===== src/design/ber_pkg.sv =====
`timescale 1ns / 1ps

package ber_pkg;

    localparam logic [7:0] PKT_ENTER  = 8'hF0;
    localparam logic [7:0] PKT_EXIT   = 8'hF1;
    localparam logic [7:0] PKT_SELECT = 8'hF2;
    localparam logic [7:0] PKT_RESET  = 8'hF3;

    localparam logic [7:0] MAGIC_LEN = 8'd21;

    typedef struct packed {
        logic [7:0] packet_type;
        logic [7:0] data_byte;
        logic       last_byte;
        logic       empty_packet;
    } ber_in_t;

    typedef struct packed {
        logic enumerating_now;
        logic bus_held;
        logic select_matched;
    } ber_out_t;

    function automatic logic [7:0] magic_byte(input logic [4:0] idx);
        logic [7:0] b;
        case (idx)
            5'd0:    b = 8'hE6;
            5'd1:    b = 8'hAD;
            5'd2:    b = 8'hBB;
            5'd3:    b = 8'hE3;
            5'd4:    b = 8'h82;
            5'd5:    b = 8'h93;
            5'd6:    b = 8'hE3;
            5'd7:    b = 8'h81;
            5'd8:    b = 8'hA0;
            5'd9:    b = 8'hE4;
            5'd10:   b = 8'hB8;
            5'd11:   b = 8'h96;
            5'd12:   b = 8'hE7;
            5'd13:   b = 8'h95;
            5'd14:   b = 8'h8C;
            5'd15:   b = 8'hE6;
            5'd16:   b = 8'h88;
            5'd17:   b = 8'hA6;
            5'd18:   b = 8'hE7;
            5'd19:   b = 8'hB7;
            5'd20:   b = 8'h9A;
            default: b = 8'h00;
        endcase
        return b;
    endfunction

endpackage


===== src/design/ber_core.sv =====
`timescale 1ns / 1ps

module ber_core #(
    parameter int ID_BYTES = 8
) (
    input  logic             aclk,
    input  logic             aresetn,
    input  logic             cfg_wr_en,
    input  logic [63:0]      cfg_wr_data,
    input  logic             fire,
    input  ber_pkg::ber_in_t item,
    output ber_pkg::ber_out_t result
);

    localparam int IDX_W = (ID_BYTES > 1) ? $clog2(ID_BYTES) : 1;
    localparam logic [7:0] PAT_END  = 8'(ID_BYTES);
    localparam logic [7:0] MASK_END = 8'(2 * ID_BYTES);

    logic [63:0] device_id_reg;
    logic        enum_mode_reg, enum_mode_next;
    logic        hold_bus_reg, hold_bus_next;
    logic [7:0]  byte_count_reg, byte_count_next;
    logic        magic_ok_reg, magic_ok_next;
    logic        id_mismatch_reg, id_mismatch_next;
    logic [7:0]  pattern_reg [ID_BYTES];

    logic [7:0]     cnt_take, cnt_eff;
    logic           mok_take, mok_eff;
    logic           mis_take, mis_eff;
    logic           last_eff;
    logic           pat_wr, mask_stage;
    logic [IDX_W-1:0] mis_idx;
    logic [7:0]     id_byte, pat_byte;
    logic           matched;

    always_comb begin
        pat_wr     = byte_count_reg < PAT_END;
        mask_stage = !pat_wr && (byte_count_reg < MASK_END);
        mis_idx    = IDX_W'(byte_count_reg - PAT_END);
        pat_byte   = pattern_reg[mis_idx];
        id_byte    = device_id_reg[{mis_idx, 3'b000} +: 8];

        mok_take = magic_ok_reg &&
                   ((byte_count_reg >= ber_pkg::MAGIC_LEN) ||
                    (item.data_byte == ber_pkg::magic_byte(byte_count_reg[4:0])));
        mis_take = id_mismatch_reg ||
                   (mask_stage && (|((pat_byte ^ id_byte) & item.data_byte)));
        cnt_take = (byte_count_reg == 8'hFF) ? byte_count_reg : byte_count_reg + 8'd1;

        if (item.empty_packet) begin
            cnt_eff  = 8'd0;
            mok_eff  = 1'b1;
            mis_eff  = 1'b0;
            last_eff = 1'b1;
        end else begin
            cnt_eff  = cnt_take;
            mok_eff  = mok_take;
            mis_eff  = mis_take;
            last_eff = item.last_byte;
        end
    end

    always_comb begin
        enum_mode_next   = enum_mode_reg;
        hold_bus_next    = hold_bus_reg;
        matched          = 1'b0;
        byte_count_next  = cnt_eff;
        magic_ok_next    = mok_eff;
        id_mismatch_next = mis_eff;
        if (last_eff) begin
            case (item.packet_type)
                ber_pkg::PKT_ENTER: begin
                    if (cnt_eff == ber_pkg::MAGIC_LEN && mok_eff) begin
                        enum_mode_next = 1'b1;
                        hold_bus_next  = 1'b1;
                    end
                end
                ber_pkg::PKT_EXIT: begin
                    if (enum_mode_reg) begin
                        enum_mode_next = 1'b0;
                        hold_bus_next  = 1'b0;
                    end
                end
                ber_pkg::PKT_RESET: begin
                    if (enum_mode_reg) begin
                        hold_bus_next = 1'b1;
                    end
                end
                ber_pkg::PKT_SELECT: begin
                    if (enum_mode_reg && (cnt_eff >= MASK_END) && !mis_eff) begin
                        matched       = 1'b1;
                        hold_bus_next = 1'b0;
                    end
                end
                default: begin
                end
            endcase
            byte_count_next  = 8'd0;
            magic_ok_next    = 1'b1;
            id_mismatch_next = 1'b0;
        end
    end

    always_comb begin
        result.enumerating_now = enum_mode_next;
        result.bus_held        = hold_bus_next;
        result.select_matched  = matched;
    end

    always_ff @(posedge aclk) begin
        if (!aresetn) begin
            device_id_reg   <= 64'd0;
            enum_mode_reg   <= 1'b0;
            hold_bus_reg    <= 1'b0;
            byte_count_reg  <= 8'd0;
            magic_ok_reg    <= 1'b1;
            id_mismatch_reg <= 1'b0;
        end else begin
            if (cfg_wr_en) begin
                device_id_reg <= cfg_wr_data;
            end
            if (fire) begin
                enum_mode_reg   <= enum_mode_next;
                hold_bus_reg    <= hold_bus_next;
                byte_count_reg  <= byte_count_next;
                magic_ok_reg    <= magic_ok_next;
                id_mismatch_reg <= id_mismatch_next;
            end
        end
    end

    always_ff @(posedge aclk) begin
        if (fire && !item.empty_packet && pat_wr) begin
            pattern_reg[IDX_W'(byte_count_reg)] <= item.data_byte;
        end
    end

    hold_needs_enum: assert property (@(posedge aclk) disable iff (!aresetn)
        hold_bus_reg |-> enum_mode_reg)
        else $error("bus held outside enumeration");

    count_clear_after_end: assert property (@(posedge aclk) disable iff (!aresetn)
        fire && last_eff |=> byte_count_reg == 8'd0 && magic_ok_reg && !id_mismatch_reg)
        else $error("packet state not cleared at packet end");

    match_only_select: assert property (@(posedge aclk) disable iff (!aresetn)
        matched |-> item.packet_type == ber_pkg::PKT_SELECT && enum_mode_reg)
        else $error("select match outside an enumerating select packet");

endmodule


===== src/design/bus_enumeration_responder_unit.sv =====
`timescale 1ns / 1ps

// Enumeration responder: one packet payload byte per input transfer.
// Input channel s_valid/s_ready/s_data carries packet type, byte, end mark
// and empty flag; every input transfer yields exactly one result transfer on
// m_valid/m_ready/m_data (enumeration flag, bus hold, select match).
// device_id is written through cfg_wr_en/cfg_wr_data; the user must do so only while idle (not enforced).
// Pipeline: an input register, then the per-byte rule logic, then the
// result register. m_valid rises once an item has passed through both
// registers; throughput is one item per cycle unless the receiver stalls.
// When the receiver stalls, the result register holds, then the input
// register fills and s_ready drops; nothing is lost or repeated.
// Reset (aresetn low, synchronous) empties both registers, clears the
// enumeration and bus-hold flags, zeroes device_id and starts a new packet.
// The pattern store has no reset; it is always written before it is read.
module bus_enumeration_responder_unit #(
    parameter int ID_BYTES = 8
) (
    input  logic               aclk,
    input  logic               aresetn,
    input  logic               cfg_wr_en,
    input  logic [63:0]        cfg_wr_data,
    input  logic               s_valid,
    output logic               s_ready,
    input  ber_pkg::ber_in_t   s_data,
    output logic               m_valid,
    input  logic               m_ready,
    output ber_pkg::ber_out_t  m_data
);

    logic               in_valid_reg;
    ber_pkg::ber_in_t   in_data_reg;
    logic               out_valid_reg;
    ber_pkg::ber_out_t  out_data_reg;
    ber_pkg::ber_out_t  core_result;
    logic               out_free;
    logic               fire;

    assign out_free = !out_valid_reg || m_ready;
    assign fire     = in_valid_reg && out_free;
    assign s_ready  = !in_valid_reg || out_free;
    assign m_valid  = out_valid_reg;
    assign m_data   = out_data_reg;

    ber_core #(
        .ID_BYTES(ID_BYTES)
    ) u_core (
        .aclk       (aclk),
        .aresetn    (aresetn),
        .cfg_wr_en  (cfg_wr_en),
        .cfg_wr_data(cfg_wr_data),
        .fire       (fire),
        .item       (in_data_reg),
        .result     (core_result)
    );

    always_ff @(posedge aclk) begin
        if (!aresetn) begin
            in_valid_reg  <= 1'b0;
            out_valid_reg <= 1'b0;
        end else begin
            if (s_ready) begin
                in_valid_reg <= s_valid;
            end
            if (out_free) begin
                out_valid_reg <= fire;
            end
        end
    end

    always_ff @(posedge aclk) begin
        if (s_valid && s_ready) begin
            in_data_reg <= s_data;
        end
        if (fire) begin
            out_data_reg <= core_result;
        end
    end

    stalled_input_holds: assert property (@(posedge aclk) disable iff (!aresetn)
        in_valid_reg && !out_free |=> in_valid_reg && $stable(in_data_reg))
        else $error("input register lost a waiting transfer");

    match_drops_hold: assert property (@(posedge aclk) disable iff (!aresetn)
        out_valid_reg && out_data_reg.select_matched |->
            !out_data_reg.bus_held && out_data_reg.enumerating_now)
        else $error("select match without bus release");

    result_follows_fire: assert property (@(posedge aclk) disable iff (!aresetn)
        fire |=> out_valid_reg)
        else $error("processed transfer produced no result");

endmodule

===== config.mk =====
export PLATFORM = sky130hd
export DESIGN_NAME = bus_enumeration_responder_unit
export DESIGN_NICKNAME = d
export VERILOG_FILES = /design/src/design/ber_pkg.sv /design/src/design/ber_core.sv /design/src/design/bus_enumeration_responder_unit.sv
export SDC_FILE = /design/constraint.sdc
export NUM_CORES = 1
export LEC_CHECK = 0
export BUFFER_PORTS_ARGS = -buffer_cell sky130_fd_sc_hd__buf_2
export CORE_MARGIN = 1.5
export CORE_UTILIZATION = 45
export CTS_BUF_LIST = sky130_fd_sc_hd__clkbuf_16
export CTS_CLUSTER_DIAMETER = 30
export DETAILED_ROUTE_END_ITERATION = 8
export PLACE_DENSITY = 0.73
export SLEW_MARGIN = 20
export SYNTH_ARGS = -nofsm -noshare
export SYNTH_HDL_FRONTEND = slang
export SYNTH_SLANG_ARGS = --single-unit

===== constraint.sdc =====
create_clock -name aclk -period 3.7 [get_ports aclk]
set_clock_uncertainty 0.15 [all_clocks]
set_input_delay 0.185 -clock aclk [delete_from_list [all_inputs] [get_ports aclk]]
set_output_delay 0.185 -clock aclk [all_outputs]
set_load 0.02 [all_outputs]

; Word-level counts from Yosys, hierarchy flattened
; Memory sizes are Yosys's and may differ from the RTL's. A register that Yosys moved wholly into a read port is not among the register bits.
; Index checks and enable logic that the tools add are counted.
[totals]
inputBits = 87
ff_bits = 99
rom_bits = 256
memories = 2
mem_bits_rw = 64
word_cells = 76
output_inout_bits = 5
[classes]
add_sub_neg = 2
muxes = 22
bitwise_logic = 2
order_cmp = 4
eq_ne = 7
n_reduce_logical = 21
shift = 1
[mem_list]
columns = name, words, width, rd, rd_ports_with_merged_regs, write_ports, line_no
row1 = (no name shown), 32, 8, 1, 1, 0, ber_pkg.sv:27  ; case (idx)
row2 = u_core.pattern_reg, 8, 8, 1, 0, 1, ber_core.sv:25  ; logic [7:0] pattern_reg [ID_BYTES];
[ops]
columns = cell, n
row1 = $shiftx 64x7->8, 1
row2 = $eq 8x8->1 const B, 5
row3 = $mux 8, 3
row4 = $ge 8x5->1 const B, 2
row5 = $mux 1, 15
row6 = $logic_and 1x1->1, 10
row7 = $mux 5, 2
row8 = $add 8x1->8 const B, 1
row9 = $and 8x8->8, 1
row10 = $eq 8x5->1 const B, 1
row11 = $eq 8x8->1, 1
row12 = $lt 8x4->1 const B, 1
row13 = $lt 8x5->1 const B, 1
row14 = $reduce_or 8->1, 1
row15 = $xor 8x8->8, 1
row16 = $logic_not 1->1, 5
row17 = $logic_or 1x1->1, 4
row18 = $pmux 1 s4, 1
row19 = $sub 3x1->3 const B, 1
row20 = $pmux 1 s2, 1
row21 = $reduce_and 2->1, 1

; Depth between registers and ports, before layout
; Gate-level depths: netlist of run 1.
[depth]
depth_word = 13
ltp_mapped = 13
mapped_depth_nobuf = 12

; Hierarchy
; From an unflattened synthesis of run 1, not the netlist that was laid out.
[hier_totals]
hier_cells = 612
area_unflattened_um2 = 8081.5
[by_module_without_submodules]
columns = mod, cells_per_inst, area_per_inst_um2, instances
row1 = ber_core, 582, 7347.0, 1
row2 = bus_enumeration_responder_unit, 30, 734.5, 1

; Least setup slack after synthesis of run 1
; OpenSTA, ideal clock, no wires.
[synth_path]
path_type = register to register
from = reg u_core.byte_count_reg[1]
to = reg (tool-made name)
slack_ps = 536
period_less_slack_ps = 3164
stages_incl_launch_ff = 14
arrival_ps = 2897
cell_sequence = dfxtp_1 > ha_1 > clkbuf_1 > and4_1 > nand2b_1 > o21ai_0 > a21oi_1 > nor2b_1 > inv_1 > ha_1 > or2_2 > o21ai_0 > a221oi_1 > a41o_1
[synth_rtl]
columns = item, line_no
row1 = from (decl), ber_core.sv:22  ; logic [7:0] byte_count_reg, byte_count_next;
row2 = from (signal assigned), ber_core.sv:125  ; byte_count_reg <= byte_count_next;

==> results.yml, run 1 <==
detailed_routing:
  drc: 0
  wl_met3_um: 738
  drt-met1-wl_um: 7530
  routed_wl_um: 17700
  drt_iter0_drc: 319
  top_layer: "met4"
  viasPerCell: 5.38
  dr.pass1.iters: 5
  ant_nets: 0
  routedWlPerCell_um: 17.8
  via_count: 5365
  met2_length_um: 9230
worst_hold_path:
  min_path_type: "in2reg"
clock_network:
  clock_latency_ns: 0.43
  cts-buffers-inserted: 17
  cts-root-buf: "clkbuf_16"
  postCtsHoldBufs: 86
  cts_max_level: 4
  post_cts_resized: 0
  cts_tree: "built"
  cts_setup_buffers: 0
  clkSinkCount: 174
  cts.reportedPaths.clkPinSlew_ns: 0.06
  cts_buffer_depth: 2
grt:
  grt_max_degree: 77
  grt_overflow_total: 0
  first_global_vias: 5489
  grt_use_total_pct: 20.4
  grt_pass1_wl_um: 28100
  grt_antenna_before_repair: 0
timing:
  setup_viol: 0
  maxSlewHeadroom_pct: 29.8
  setup_tns_ns: 0
  drv_slew: 0
  hold_viol: 0
  finalCritPeriodShare_pct: 86.2
  fin_ws_ns: 0.512
  achievable-frequency_mhz: 314
  rsz0062_at_grt: "no"
  worstMarginPinSlew_ns: 1.05
  period_needed_ns: 3.19
critical_path:
  cp_top_family: "compound AO/OA/AOI/OAI gates"
  path_max_fanout: 15
  slowest_delay_ns: 0.53
  worstSetupEndpointType: "flop"
  cp-start-kind: "input pin"
  crit_type: "in2reg"
  cp_slowest_cell: "dlygate4sd3_1"
  cp_common_cell: "o21ai_0"
  cp_cell_sequence: "dlygate4sd3_1 > buf_2 > nand2b_1 > nand2_1 > inv_2 > o21ai_0 > a32o_1 > and2_1 > ha_1 > or2_2 > o21ai_0 > a221oi_1 > a41o_1"
  crit_required_ns: 3.87
  path_buf_inv: 3
  cp.arrival_ns: 3.35
power_and_ir_drop:
  power_per_cell_area_nw_per_um2: 415
  ir_worst_vdd_v: 0.000338
  p_leak_nw: 3.85
floorplan:
  core_um2: 16800
  initial_utilization_pct: 46.6
  die_area_um2: 18200
  num_rows: 47
  die_height_um: 135
  die_w_um: 135
  io_pins: 92
finish:
  drive_gt1_share_pct: 20.2
  fin_nets: 861
  multi_input_area_um2: 3250
  antenna_cells: 0
  areaGrowthSynthToFinish_pct: 26.0
  fillers: 1299
  seqCellArea_um2: 4330
synth:
  yosysWarnings: 0
  syn_nets: 689
  synth-edff-count: 85
  synth.avg_cell_area_um2: 13.2
  synth_seq_cells: 174
  netlist_instances: 592
  yosysUniqueCellTypes: 60
  synthFlopType: "dfxtp_1"
  synth-seq-area-share_pct: 55.5
  async_reset_ff_share_pct: 0
  syn_area_um2: 7810
placed_design:
  place_congestion: 0.854
  post-place-ws_ns: 0.585
  dp_hpwl_um: 11700
  portBuffers: 91
run:
  cap_violations: 0
run_status:
  status: "finished, final reports clean"
[placed cells by master (no fill, tap or decap), drive strengths merged, types with 4 or more instances in the layout]
master       count
buf            101
dfxtp           89
dlygate4sd3     86
edfxtp          85
mux2i           80
nor2b           69
mux4            32
nor2            23
nand2           22
clkbuf          19
a21oi           16
inv             15
o21ai           11
a31oi           10
ha              10
clkinv           9
xnor2            8
xor2             8
nor3             7
nand2b           7
and2             7
nand4            6
nand3            5
o22ai            5
a21o             4
[final cells by class]
| class | count | share of cell area, % |
|---|---|---|
| clock buffers | 19 | 4.83 |
| clock inverters | 13 | 0.724 |
| inverters | 12 | 0.458 |
| multi-input cells | 372 | 33.0 |
| flip-flops and latches | 174 | 44.0 |
| well taps | 220 | 2.80 |
| repair buffers | 187 | 14.2 |
[routing by layer]
layer  up-vias  track usage (%)
li1       2549                -
met1      2629             25.4
met2       167             36.1
met3        20             3.27
met4         0             7.05
met5         -                0
[per-stage QoR]
step	area [um^2]	hold WS [ns]	util [%]	std cells	total power, mW
floorplan	7810	0.134	-	592	2.32
global placement	8440	0.214	50.3	879	2.42
CTS	9840	0.282	58.7	997	4.12
global route	9840	0.306	58.7	997	4.23
finish	9840	0.313	58.7	997	4.09
detailed placement	8440	0.213	50.3	879	2.43
[path summary, 6_finish.rpt]
path,startpoint,end,slack [ns],cells past startpoint
max,m_ready,flop,0.51,13
min,s_data[1],in_data_reg[1],0.31,2
max reg2reg,u_core.byte_count_reg[1],m_data[1],0.52,10
min reg2reg,u_core.enum_mode_reg,u_core.enum_mode_reg,0.34,2
[cell usage after synthesis (3+ instances only)]
cell type   n  area share (%)
nor2b_1    69             5.5
buf_6       3            0.43
nand2_1    22             1.1
or2_2       3            0.24
buf_2       6            0.38
xnor2_1     8            0.90
clkbuf_1   18            0.86
dfxtp_1    89              23
and2_1      7            0.56
nand3_1     5            0.32
mux2i_1    80              10
inv_1      10            0.48
nand2b_1    7            0.56
a21o_1      4            0.38
a21oi_1    16             1.0
o22ai_1     5            0.40
xor2_1      8            0.90
nor3_1      7            0.45
mux4_1     17             5.7
o21ai_0    10            0.64
a31oi_1    10            0.80
edfxtp_1   85              33
a211oi_1    3            0.29
buf_1       3            0.14
o31ai_1     3            0.29
ha_1       10             1.6
nand4_1     6            0.48
mux4_2     15             4.3
and3_1      3            0.24
nor2_1     23             1.1
[worst register-to-register path: stages (launching register included)]
cell	delay [ns]
dfxtp_1	0.41
buf_4	0.37
inv_1	0.18
ha_1	0.21
nand2b_1	0.13
a21o_1	0.17
a2111oi_0	0.53
o21ai_0	0.30
nand4_1	0.23
a21o_1	0.16
a22oi_1	0.08
[logic make-up after synthesis]
family / after synthesis / synth area share (%)
AOI/OAI and AO/OA: 73 / 6.39
xor gates and xnor gates: 16 / 1.79
adders and majority gates: 10 / 1.60
buffers and inverters: 46 / 2.92
DFF: 174 / 55.5
muxes: 112 / 20.3
and+or+nand+nor: 161 / 11.5
[power breakdown]
| part | total [mW] | switching (mW) | internal (mW) | leakage [nW] |
|---|---|---|---|---|
| clock | 1.63 | 0.703 | 0.923 | 0.283 |
| sequential | 2.13 | 0.0478 | 2.08 | 1.51 |
| combinational | 0.330 | 0.137 | 0.193 | 2.06 |
| total | 4.09 | 0.888 | 3.20 | 3.85 |
(Power assumes the default switching activity.)
==> run 2, diff against run 1 <==
--- a/config.mk
+++ b/config.mk
@@ -15,4 +15,5 @@
 export SLEW_MARGIN = 20
 export SYNTH_ARGS = -nofsm -noshare
 export SYNTH_HDL_FRONTEND = slang
+export SYNTH_HIERARCHICAL = 1
 export SYNTH_SLANG_ARGS = --single-unit
==> run 2 against run 1 <==
Net effect: register-to-register slack improved by 0.099 ns; highest routed layer unchanged; power is 2.0% higher; setup slack better by 0.11 ns; non-clock buffer count grew 6; largest power group unchanged; cell area up 2.3%; die area increased by 3.4%; combinational power increased by 4%; critical path type is now reg2reg; sequential share of layout area decreased by 1.0 points; fmax is 3.5% higher; hold slack improved by 0.0032 ns.
==> results.yml, run 2 <==
critical_path:
  startpoint: "u_core/byte_count_reg[4]"
  cp-start-kind: "flop"
  worstSetupEndpointType: "flop"
  cp.arrival_ns: 3.24
  cp_cell_sequence: "and4_1 > nand3_2 > o21ai_0 > a22oi_1 > nor2b_1 > inv_1 > ha_1 > o2111ai_2 > a21oi_1 > a311o_1"
  cp_top_family: "compound AO/OA/AOI/OAI gates"
  crit_required_ns: 3.86
  path_buf_inv: 1
  crit_type: "reg2reg"
  cp_slowest_cell: "dfxtp_1"
  slowest_delay_ns: 0.54
  path_max_fanout: 11
  reg2reg_from: "u_core/byte_count_reg[4]"
synth:
  synthFlopType: "dfxtp_1"
  synth-edff-count: 85
  synth-seq-area-share_pct: 53.6
  synthTopCellsByArea: "edfxtp_1, dfxtp_1, mux2i_1"
  netlist.area_leader.share_pct: 31.6
  netlist_instances: 612
  synth_seq_cells: 174
  synth_compound_area_share_pct: 7.49
  yosys.area_share.simple_pct: 12.1
  synth_mux_area_share_pct: 19.2
  syn_nets: 709
  synth_most_common_cell: "dfxtp_1"
  syn_area_um2: 8080
  synth.avg_cell_area_um2: 13.2
  yosysUniqueCellTypes: 71
  yosysWarnings: 6
  synthXorXnorAreaFrac_pct: 1.95
  synth_top_area_cell: "edfxtp_1"
  synth_top_family_by_area: "multiplexers"
  synth_top_cells_by_count: "dfxtp_1, edfxtp_1, mux2i_1"
  synthAdderAreaFrac_pct: 1.55
  async_reset_ff_share_pct: 0
clock_network:
  postCtsHoldBufs: 86
  cts_tree: "built"
  clkSinkCount: 174
  cts_buffer_depth: 2
  cts_max_level: 4
  clock_latency_ns: 0.42
  post_cts_resized: 0
  cts-buffers-inserted: 17
  cts-root-buf: "clkbuf_16"
  cts.reportedPaths.clkPinSlew_ns: 0.06
  cts_setup_buffers: 0
detailed_routing:
  drt_iter0_drc: 356
  ant_nets: 0
  viasPerCell: 5.37
  dr.pass1.iters: 5
  via_count: 5481
  routedWlPerCell_um: 18.3
  drc: 0
  routed_wl_um: 18700
grt:
  grt_overflow_total: 0
  grt_pass1_wl_um: 29900
  first_global_vias: 5610
  grt_max_degree: 88
  grt_antenna_before_repair: 0
  grt_use_total_pct: 21.3
power_and_ir_drop:
  p_int_mw: 3.26
  p_clk_share_pct: 40.7
  power_per_cell_area_nw_per_um2: 414
  p_switching_mw: 0.909
  power_mw: 4.17
  seq_power_share_pct: 51.1
  p_leak_nw: 3.95
  ir_worst_vdd_v: 0.000307
  sw_frac_of_total_pct: 21.8
  pwr-share-comb_pct: 8.3
finish:
  layout_commonest_cell: "buf_2"
  instances_no_fill: 1020
  fin_nets: 879
  drive_gt1_share_pct: 22.9
  antenna_cells: 0
  finish.utilization_pct: 57.8
  areaGrowthSynthToFinish_pct: 24.7
  mostFrequentLayoutCells: "buf_2, dfxtp_1, dlygate4sd3_1"
floorplan:
  die_height_um: 137
  core_um2: 17400
  io_pins: 92
  die_w_um: 137
  num_rows: 48
  initial_utilization_pct: 46.4
  die_area_um2: 18800
timing:
  drv_slew: 0
  rsz0062_at_grt: "no"
  maxSlewHeadroom_pct: 30.8
  hold_viol: 0
  period_needed_ns: 3.08
  setup_tns_ns: 0
  finalCritPeriodShare_pct: 83.3
  worstMarginPinSlew_ns: 1.04
  setup_viol: 0
  fin_ws_ns: 0.619
  achievable-frequency_mhz: 325
worst_hold_path:
  min_path_type: "in2reg"
  hold_path.startpoint: "s_data[16]"
placed_design:
  dp_hpwl_um: 12500
  place_congestion: 0.841
  portBuffers: 91
  post-place-ws_ns: 0.672
  place_inst: 902
run:
  cap_violations: 0
run_status:
  status: "finished, final reports clean"
==> run 2: area by class of cell <==
class                   count  area (um^2)
clock inverters            15          134
clock buffers              17          425
inverters                  11         41.3
multi-input cells         385         3420
flip-flops and latches    174         4330
repair buffers            193         1440
fillers                  1392         7340
well taps                 225          282
==> run 2: worst paths after layout <==
kind	slack, ns	cells past startpoint	endpoint
worst min register to register	0.36	2	u_core/magic_ok_reg
worst max register to register	0.62	10	flop
worst max-delay path	0.62	10	flop
worst min-delay path	0.32	2	in_data_reg[16]
==> run 2: metal layers <==
metal	wire, um	track usage, %	up-vias	share of wire, %
met2	9640	36.4	158	52
met4	361	7.37	0	1.9
met5	0	0	-	0
li1	-	-	2599	-
met3	668	4.48	27	3.6
met1	8040	26.7	2697	43
==> run 2: cell families (layout without fill, tap and decap cells) <==
family                     Yosys count  count (layout)
AOI/OAI and AO/OA                   80              80
muxes                              110             110
and+or+nand+nor                    167             167
xor gates and xnor gates            18              18
adders and majority gates           10              10
buffers and inverters               53             236
DFF                                174             174
==> run 2: metrics by stage <==
stage	area [um^2]	hold slack, ns
5_1_grt	10100	0.309
3_5_place_dp	8650	0.214
6_report	10100	0.317
3_3_place_gp	8650	0.214
2_1_floorplan	8080	0.134
4_1_cts	10100	0.298
==> run 2: power groups by stage <==
| stage | sequential (mW) | clock (mW) | combinational [mW] |
|---|---|---|---|
| 2_1_floorplan | 2.15 | 0 | 0.177 |
| 3_3_place_gp | 2.16 | 0 | 0.263 |
| 3_5_place_dp | 2.17 | 0 | 0.270 |
| 4_1_cts | 2.13 | 1.72 | 0.341 |
| 5_1_grt | 2.14 | 1.80 | 0.373 |
| 6_report | 2.13 | 1.69 | 0.344 |
==> run 2: worst register-to-register path, stage by stage, from the launching register on <==
cell	delay [ns]
dfxtp_1	0.54
and4_1	0.34
nand3_2	0.14
o21ai_0	0.27
a22oi_1	0.15
nor2b_1	0.29
inv_1	0.15
ha_1	0.24
o2111ai_2	0.28
a21oi_1	0.10
a311o_1	0.32
==> run 3, diff against run 2 <==
--- a/config.mk
+++ b/config.mk
@@ -11,7 +11,7 @@
 export CTS_BUF_LIST = sky130_fd_sc_hd__clkbuf_16
 export CTS_CLUSTER_DIAMETER = 30
 export DETAILED_ROUTE_END_ITERATION = 8
-export PLACE_DENSITY = 0.73
+export PLACE_DENSITY = 0.75
 export SLEW_MARGIN = 20
 export SYNTH_ARGS = -nofsm -noshare
 export SYNTH_HDL_FRONTEND = slang
==> constraint.sdc (replaced) <==
create_clock -name aclk -period 2.75 [get_ports aclk]
set_clock_uncertainty 0.15 [all_clocks]
set_input_delay 0.1375 -clock aclk [delete_from_list [all_inputs] [get_ports aclk]]
set_output_delay 0.1375 -clock aclk [all_outputs]
set_load 0.02 [all_outputs]
==> run 3 against run 2 <==
Net effect: the run now ends with setup timing left; non-clock buffer count grew 49; first-iteration DRC count up 9.3%; clock power up 28%; final cell count grew 4.7%; core utilization up 3.0 points; sequential power is 34% higher; global-route usage is 0.66 points higher; combinational power is 52% higher; hold slack got worse by 0.12 ns; fmax grew 9.2%; setup slack got worse by 0.69 ns; highest routed layer unchanged.
==> results.yml, run 3 (synthesis gave the netlist of run 2 again) <==
finish:
  instances_no_fill: 1068
  fin_nets: 928
  layout_commonest_cell: "buf_2"
  mostFrequentLayoutCells: "buf_2, dlygate4sd3_1, edfxtp_1, dfxtp_1, mux2i_1"
  drive_gt1_share_pct: 30.0
  antenna_cells: 0
  fillers: 1281
  finish.utilization_pct: 60.9
  final_area_um2: 10600
  areaGrowthSynthToFinish_pct: 31.2
clock_network:
  cts_max_level: 4
  clkSinkCount: 174
  cts-root-buf: "clkbuf_16"
  clock_latency_ns: 0.43
  cts-buffers-inserted: 17
  cts_buffer_depth: 2
  cts_tree: "built"
  cts.reportedPaths.clkPinSlew_ns: 0.06
power_and_ir_drop:
  ir_worst_vdd_v: 0.000446
  seq_power_share_pct: 51.5
  pwr-share-comb_pct: 9.4
  power_per_cell_area_nw_per_um2: 522
  power_mw: 5.54
  p_int_mw: 4.32
  sw_frac_of_total_pct: 21.9
  p_clk_share_pct: 39.0
  p_leak_nw: 4.23
  p_switching_mw: 1.21
detailed_routing:
  routed_wl_um: 19600
  ant_nets: 0
  via_count: 5745
  dr.pass1.iters: 5
  drt_iter0_drc: 389
  viasPerCell: 5.38
  routedWlPerCell_um: 18.4
  drc: 0
critical_path:
  worstSetupEndpointType: "flop"
  crit_required_ns: 2.85
  reg2reg_slack_ns: -0.07
  r2r_cells: 9
  path_buf_inv: 2
  cp.arrival_ns: 2.92
  cp_cell_sequence: "buf_12 > mux4_2 > mux2i_1 > buf_4 > xor2_1 > a22oi_2 > nand4_1 > a31o_1 > nor4_2"
  cp.depth: 9
  cp_top_family: "multiplexers"
  crit_type: "reg2reg"
  slowest_delay_ns: 0.49
  path_max_fanout: 5
  cp-start-kind: "flop"
  cp_slowest_cell: "mux4_2"
  worstReg2RegEnd: "m_data[0]"
timing:
  setup_viol: 1
  worstMarginPinSlew_ns: 0.671
  setup_tns_ns: -0.0702
  rsz0062_at_grt: "yes"
  hold_viol: 0
  fin_hold_ws_ns: 0.200
  fin_ws_ns: -0.0702
  drv_slew: 0
  maxSlewHeadroom_pct: 55.3
  period_needed_ns: 2.82
  achievable-frequency_mhz: 355
  finalCritPeriodShare_pct: 103
floorplan:
  io_pins: 92
  die_height_um: 137
  die_w_um: 137
  core_um2: 17400
  initial_utilization_pct: 46.4
  num_rows: 48
  die_area_um2: 18800
placed_design:
  place_congestion: 0.816
  place_inst: 945
  post-place-ws_ns: -0.249
  placed_cell_area_um2: 9050
  portBuffers: 91
  dp_hpwl_um: 12800
grt:
  grt_overflow_total: 0
  first_global_vias: 5975
  grt_max_degree: 83
  grt_pass1_wl_um: 30800
  grt_antenna_before_repair: 0
  grt_use_total_pct: 21.9
run_status:
  violations: "setup timing"
  status: "finished, violations left"
worst_hold_path:
  hold_path.startpoint: "cfg_wr_en"
  holdPathStages: 4
  holdPathEnd: "u_core/device_id_reg[11]"
  min_path_type: "in2reg"
run:
  cap_violations: 0
## run 3: cell count changes in the layout (fill, tap and decap cells not counted), sizes merged
cell | previous run | this run
buf | 107 | 155
bufinv | 2 | 0
clkbuf | 17 | 20
clkinv | 3 | 6
clkinvlp | 4 | 0
## run 3: repair_timing
item,4_1_cts,5_1_grt
gates resized for setup,13,15
setup endpoints to repair,4,10
pin swaps,3,2
buffers inserted,0,5
endpoints found under the hold margin,91,0
hold buffers,86,0
gates cloned,0,1
## run 3: worst max path at each step
stage and end:
6_report m_data[0], 3_3_place_gp m_data[1], 4_1_cts m_data[1], 5_1_grt m_data[0], 3_5_place_dp m_data[1], 2_1_floorplan flop
## run 3: layout make-up
type,instances,area [um^2],area share [%]
inverter,11,41.3,0.389
tap,225,282,2.65
multi-input combinational,385,3500,33.0
timing repair buffer,242,1910,18.0
clock buffer,19,475,4.48
clock inverter,12,52.6,0.496
sequential,174,4340,40.9
## run 3: worst min-delay path: cells and delay by family
| family | cells | cell delay (ns) |
|---|---|---|
| buf+inv | 2 | 0.34 |
| mux | 1 | 0.19 |
| simple gates | 1 | 0.05 |
## run 3: layer usage
layer / routed length [um] / GRT usage (%) / up-vias
met1: 8050 / 26.0 / 2837
met4: 485 / 9.36 / 0
met5: 0 / 0 / -
li1: - / - / 2703
met2: 10300 / 39.0 / 167
met3: 772 / 3.85 / 38
## run 3: power by group through the flow
stage	Clock, mW	Sequential, mW	Combinational, mW
2_1_floorplan	0	2.90	0.241
6_report	2.16	2.85	0.522
3_5_place_dp	0	2.91	0.400
3_3_place_gp	0	2.90	0.388
4_1_cts	2.20	2.85	0.505
5_1_grt	2.31	2.86	0.562
